$ cat src/hw/rtl/tcs_pkg.sv
// tcs_pkg: shared codes, field widths and defaults of the text console
// used by tcs_cursor and text_console_scroll_unit; no dependencies
`timescale 1ns / 1ps
`default_nettype none

package tcs_pkg;

  // default screen geometry
  localparam int DEF_NUM_COLS = 40;
  localparam int DEF_NUM_ROWS = 24;

  // port field widths
  localparam int FUNC_W = 2;
  localparam int CHAR_W = 8;
  localparam int PROW_W = 5;
  localparam int PCOL_W = 6;

  // character codes
  localparam logic [CHAR_W-1:0] CHAR_BLANK = 8'h20;
  localparam logic [CHAR_W-1:0] CHAR_LF    = 8'h0A;
  localparam logic [CHAR_W-1:0] CHAR_CR    = 8'h0D;

  // item function codes
  typedef enum logic [FUNC_W-1:0] {
    FUNC_PUT   = 2'd0,
    FUNC_READ  = 2'd1,
    FUNC_CLEAR = 2'd2,
    FUNC_NONE  = 2'd3
  } func_t;

  // cursor moves
  typedef enum logic [1:0] {
    CUR_HOLD,
    CUR_CR,
    CUR_LF,
    CUR_ADV
  } cur_op_t;

endpackage

`default_nettype wire

$ cat src/hw/rtl/tcs_cursor.sv
// tcs_cursor: next cursor position, scroll flag and row base of the console
// depends on tcs_pkg (cursor move codes)
`timescale 1ns / 1ps
`default_nettype none

module tcs_cursor
  import tcs_pkg::*;
#(
  parameter int NUM_COLS = DEF_NUM_COLS,
  parameter int NUM_ROWS = DEF_NUM_ROWS,
  localparam int COL_W = $clog2(NUM_COLS),
  localparam int ROW_W = $clog2(NUM_ROWS)
) (
  input  cur_op_t          op,
  input  logic [COL_W-1:0] col,
  input  logic [ROW_W-1:0] row,
  input  logic [ROW_W-1:0] base,
  output logic [COL_W-1:0] col_nxt,
  output logic [ROW_W-1:0] row_nxt,
  output logic [ROW_W-1:0] base_nxt,
  output logic             scroll
);

  logic last_col;
  logic last_row;
  logic newline;

  assign last_col = (col == COL_W'(NUM_COLS - 1));
  assign last_row = (row == ROW_W'(NUM_ROWS - 1));
  assign newline  = (op == CUR_LF) || ((op == CUR_ADV) && last_col);
  assign scroll   = newline && last_row;

  // column step
  always_comb begin
    case (op)
      CUR_CR,
      CUR_LF:  col_nxt = '0;
      CUR_ADV: col_nxt = last_col ? '0 : col + COL_W'(1);
      default: col_nxt = col;
    endcase
  end

  // row step, bottom row stays put and the base rotates instead
  assign row_nxt  = (newline && !last_row) ? row + ROW_W'(1) : row;
  assign base_nxt = !scroll ? base :
                    (base == ROW_W'(NUM_ROWS - 1)) ? '0 : base + ROW_W'(1);

endmodule

`default_nettype wire
$ cat config.mk
export PLATFORM = sky130hd
export DESIGN_NAME = tcs_cursor
export DESIGN_NICKNAME = d
export VERILOG_FILES = /design/src/hw/rtl/tcs_pkg.sv /design/src/hw/rtl/tcs_cursor.sv
export SDC_FILE = /design/constraint.sdc
export NUM_CORES = 1
export LEC_CHECK = 0
export BUFFER_PORTS_ARGS = -buffer_cell sky130_fd_sc_hd__buf_2
export CORE_AREA = 4 4 48 50
export DETAILED_ROUTE_END_ITERATION = 12
export DIE_AREA = 0 0 52 54
export PLACE_DENSITY = 0.56
export SLEW_MARGIN = 20
export SYNTH_ARGS = -nofsm -noshare
export SYNTH_HDL_FRONTEND = slang
export SYNTH_SLANG_ARGS = --single-unit
export TNS_END_PERCENT = 30
$ cat constraint.sdc
create_clock -name vclk -period 1.48
set_input_delay 0.222 -clock vclk [all_inputs]
set_output_delay 0.222 -clock vclk [all_outputs]
set_load 0.02 [all_outputs]
# Word-level counts from Yosys, hierarchy flattened
# Index checks and enable logic that the tools add are counted.
dict set report totals {
  regBits 0
  wordCells 20
  out_inout_bits 17
  in_bits 18
}
dict set report op_classes {
  n_addsub 3
  n_reduce_logical 6
  muxes 5
  n_eq_ne 6
}
# op count
set ops {}
lappend ops {{$mux 5} 3}
lappend ops {{$pmux 6 s2} 1}
lappend ops {{$add 5x1->5 const B} 2}
lappend ops {{$eq 5x5->1 const B} 2}
lappend ops {{$add 6x1->6 const B} 1}
lappend ops {{$eq 6x6->1 const B} 1}
lappend ops {{$mux 6} 1}
lappend ops {{$eq 2x2->1 const B} 2}
lappend ops {{$logic_and 1x1->1} 3}
lappend ops {{$eq 2x1->1 const B} 1}
lappend ops {{$reduce_or 2->1} 1}
lappend ops {{$logic_not 1->1} 1}
lappend ops {{$logic_or 1x1->1} 1}

# Logic depth before layout (Yosys ltp)
dict set report logic_depth {
  word_depth 5
  mapped_depth 5
  ltp_nobuf 5
}

# Least setup slack after synthesis
# Ideal clock, no wire load.
dict set report synth_timing {
  path_type {in2out}
  start {input col[0]}
  end {output base_nxt[0]}
  required_time_ns 1.258
  path_slack_ns -0.099
  path_stages 5
  arrival_ns 1.357
  path_cell_list {ha_1 -> nand2_1 -> o21a_4 -> nor2_4 -> mux2_1}
}
dict set report synth_between {
  elab_chain_cells 5
}
# item line_no
set synth_rtl {}
lappend synth_rtl {{start: declaration} tcs_cursor.sv:15} ;# input logic [COL_W-1:0] col,
lappend synth_rtl {{$eq 6x6->1} tcs_cursor.sv:28} ;# assign last_col = (col == COL_W'(NUM_COLS - 1));
lappend synth_rtl {{$logic_and 1x1->1} tcs_cursor.sv:30} ;# assign newline = (op == CUR_LF) || ((op == CUR_ADV) && last_col);
lappend synth_rtl {{$logic_or 1x1->1} tcs_cursor.sv:30}
lappend synth_rtl {{$logic_and 1x1->1} tcs_cursor.sv:31} ;# assign scroll = newline && last_row;
lappend synth_rtl {{named net scroll} tcs_cursor.sv:21} ;# output logic scroll
lappend synth_rtl {{$mux 5} tcs_cursor.sv:45} ;# assign base_nxt = !scroll ? base :
lappend synth_rtl {{end: declaration} tcs_cursor.sv:20} ;# output logic [ROW_W-1:0] base_nxt,
# The timed path passes the listed nets, and every way through them passes these cells.

# Worst setup path in the final report
dict set report layout_timing {
  start {input col[3]}
  end {output base_nxt[4]}
}
dict set report layout_between {
  elab_chain_cells 5
}
# item line_no
set layout_rtl {}
lappend layout_rtl {{$eq 6x6->1} tcs_cursor.sv:28}
lappend layout_rtl {{$logic_and 1x1->1} tcs_cursor.sv:30}
lappend layout_rtl {{$logic_or 1x1->1} tcs_cursor.sv:30}
lappend layout_rtl {{$logic_and 1x1->1} tcs_cursor.sv:31}
lappend layout_rtl {{$mux 5} tcs_cursor.sv:45}
# Every way passes these cells.

==> impl_metrics.tcl <==
set metrics [dict create \
    dr.pass1.iters 4 \
    fin_nets 142 \
    fp.dieW_um 52 \
    max_cap_viol_count 0 \
    syn_nets 84 \
    setup_ws_ps -117 \
    arrival_ps 1370 \
    track_usage_pct 11.9 \
    yosysSeqAreaShare_pct 0 \
    yosysUniqueCellTypes 28 \
    first_global_vias 644 \
    hold_violations 0 \
    hold_slack_ps 735 \
    required_ps 1260 \
    drive_gt1_share_pct 67.2 \
    netlist.area_leader.share_pct 12.7 \
    relSlewSlack_pct 84.5 \
    rows 16 \
    ant_nets 0 \
    post-route-drc-count 0 \
    outcome "finished, violations left" \
    hold_class "input port to output pin" \
    peakVddDrop_mv 0.116 \
    grt_pass1_wl_um 2700 \
    startpoint_type "input port" \
    worstPathMaxFanout 5 \
    dp.cells 144 \
    syn-instance-count 63 \
    final-setup-viol-count 13 \
    dp_hpwl_um 1310 \
    tightest_slew_ps 232 \
    failed_checks "negative setup slack" \
    power.density_nw_per_um2 288 \
    final_cell_count_no_fill 146 \
    grt_start_max_net_pins 7 \
    fin_crit_ps 1600 \
    synth_area_um2 443 \
    portBuffers 35 \
    worstSetupPathType "input port to output pin" \
    timing.fmax_mhz 626 \
    p_leak_nw 0.505 \
    die_area_um2 2810 \
    synth_top_area_cell "mux2_1" \
    ctsHoldBuffers 0 \
    vias 685 \
    wire_per_inst_um 11.4 \
    routed_wl_um 1660 \
    routed_via_density 4.69 \
    fin_crit_sh_pct 108 \
    boundaryPins 35 \
    slew_violations 0 \
    avgSynthCellArea_um2 7.03 \
    clock_buffers 0 \
    antenna_cells 0 \
    core_um2 1900 \
    final_common_cell "buf_4" \
    syn2layout_area_growth_pct 135 \
    die_h_um 54 \
    rsz0062_at_grt "yes" \
    final_cell_mix "buf_4 (27), buf_2 (19), buf_6 (9)" \
    drtIter0Drc 7 \
    gp_congestion 0.789 \
    grt-ovfl-total 0 \
    antenna_found_initial 0 \
    nFillCells 184 \
    initial_core_util_pct 23.3 \
    end_kind "output pin" \
    yosys_warnings 0 \
    regArea_um2 0 \
    netlist_top_cells_area "mux2_1 (13%), ha_1 (8.5%), xor2_1 (7.9%), nand2_1 (7.6%), nor2_1 (5.1%)" \
    nFlopsAndLatches 0 \
    multi_input_area_um2 582 \
]
area by class of cell:
| class | count | share of cell area [%] |
|---|---|---|
| multi-input combinational | 61 | 55.8 |
| inverter | 2 | 0.720 |
| tap | 27 | 3.24 |
| timing repair buffer | 56 | 40.2 |
kinds of logic (layout without fill, tap and decap cells):
group / Yosys count / after routing / share of synthesized area (%)
multiplexers: 5 / 5 / 12.7
adder cells (fa/ha/maj): 3 / 3 / 8.48
buffers and inverters: 2 / 58 / 1.70
XOR/XNOR: 5 / 5 / 9.89
AND/OR/NAND/NOR: 33 / 33 / 44.4
AO/OA/AOI/OAI: 15 / 15 / 22.9
per-stage QoR:
step / util [%] / power, mW / area (um2) / worst slack (ps) / setup TNS [ps]
floorplan: - / 0.117 / 490 / -6.65 / -19.8
finish: 54.8 / 0.300 / 1040 / -117 / -1050
global placement: 44.3 / 0.234 / 842 / -208 / -1920
detailed placement: 44.3 / 0.239 / 842 / -244 / -2180
CTS: 52.6 / 0.289 / 1000 / -117 / -1070
global route: 54.8 / 0.324 / 1040 / -162 / -1730
worst max-delay path, stage by stage:
cell and delay, ps:
buf_6 100, nand4bb_4 220, o21a_4 250, nor3_4 130, mux2_4 320, buf_6 130
report_power, final:
group | total, mW | leakage [nW] | switching [mW] | internal (mW)
Clock | 0 | 0 | 0 | 0
Sequential | 0 | 0 | 0 | 0
Combinational | 0.300 | 0.505 | 0.145 | 0.154
layer usage:
layer	up-vias	routed length, um	global-route usage [%]
li1	348	-	-
met1	320	632	13.8
met2	17	970	25.1
met3	0	58	0.277
met4	0	0	0
met5	-	0	0
what timing repair did:
action                                  4_1_cts  5_1_grt
buffers inserted                              2        0
gates resized for setup                      35        9
endpoints found under the setup margin       13       14
pin swaps                                    13        3
synthesized netlist by cell type:
master / instances
nand2_1: 9
nor2_1: 6
mux2_1: 5
nand3_1: 4
o21ai_0: 4
xor2_1: 4
and2_1: 3
ha_1: 3
a21oi_1: 2
a31oi_1: 2
inv_1: 2
nor3_2: 2
o21ai_1: 2
a22o_1: 1
a41oi_1: 1
and3_1: 1
nand2b_1: 1
nand4_1: 1
nand4b_2: 1
nand4bb_1: 1
nor2_4: 1
nor3_1: 1
nor3b_2: 1
o21a_4: 1
o21ai_2: 1
o21bai_1: 1
or4_1: 1
xnor2_1: 1
worst paths after layout:
kind	endpoint	depth (start not counted)	startpoint	slack [ps]
worst min-delay path	col_nxt[0]	3	col[0]	730
worst max-delay path	base_nxt[4]	6	col[3]	-120
Note: power is estimated with default switching activity, not from simulation.
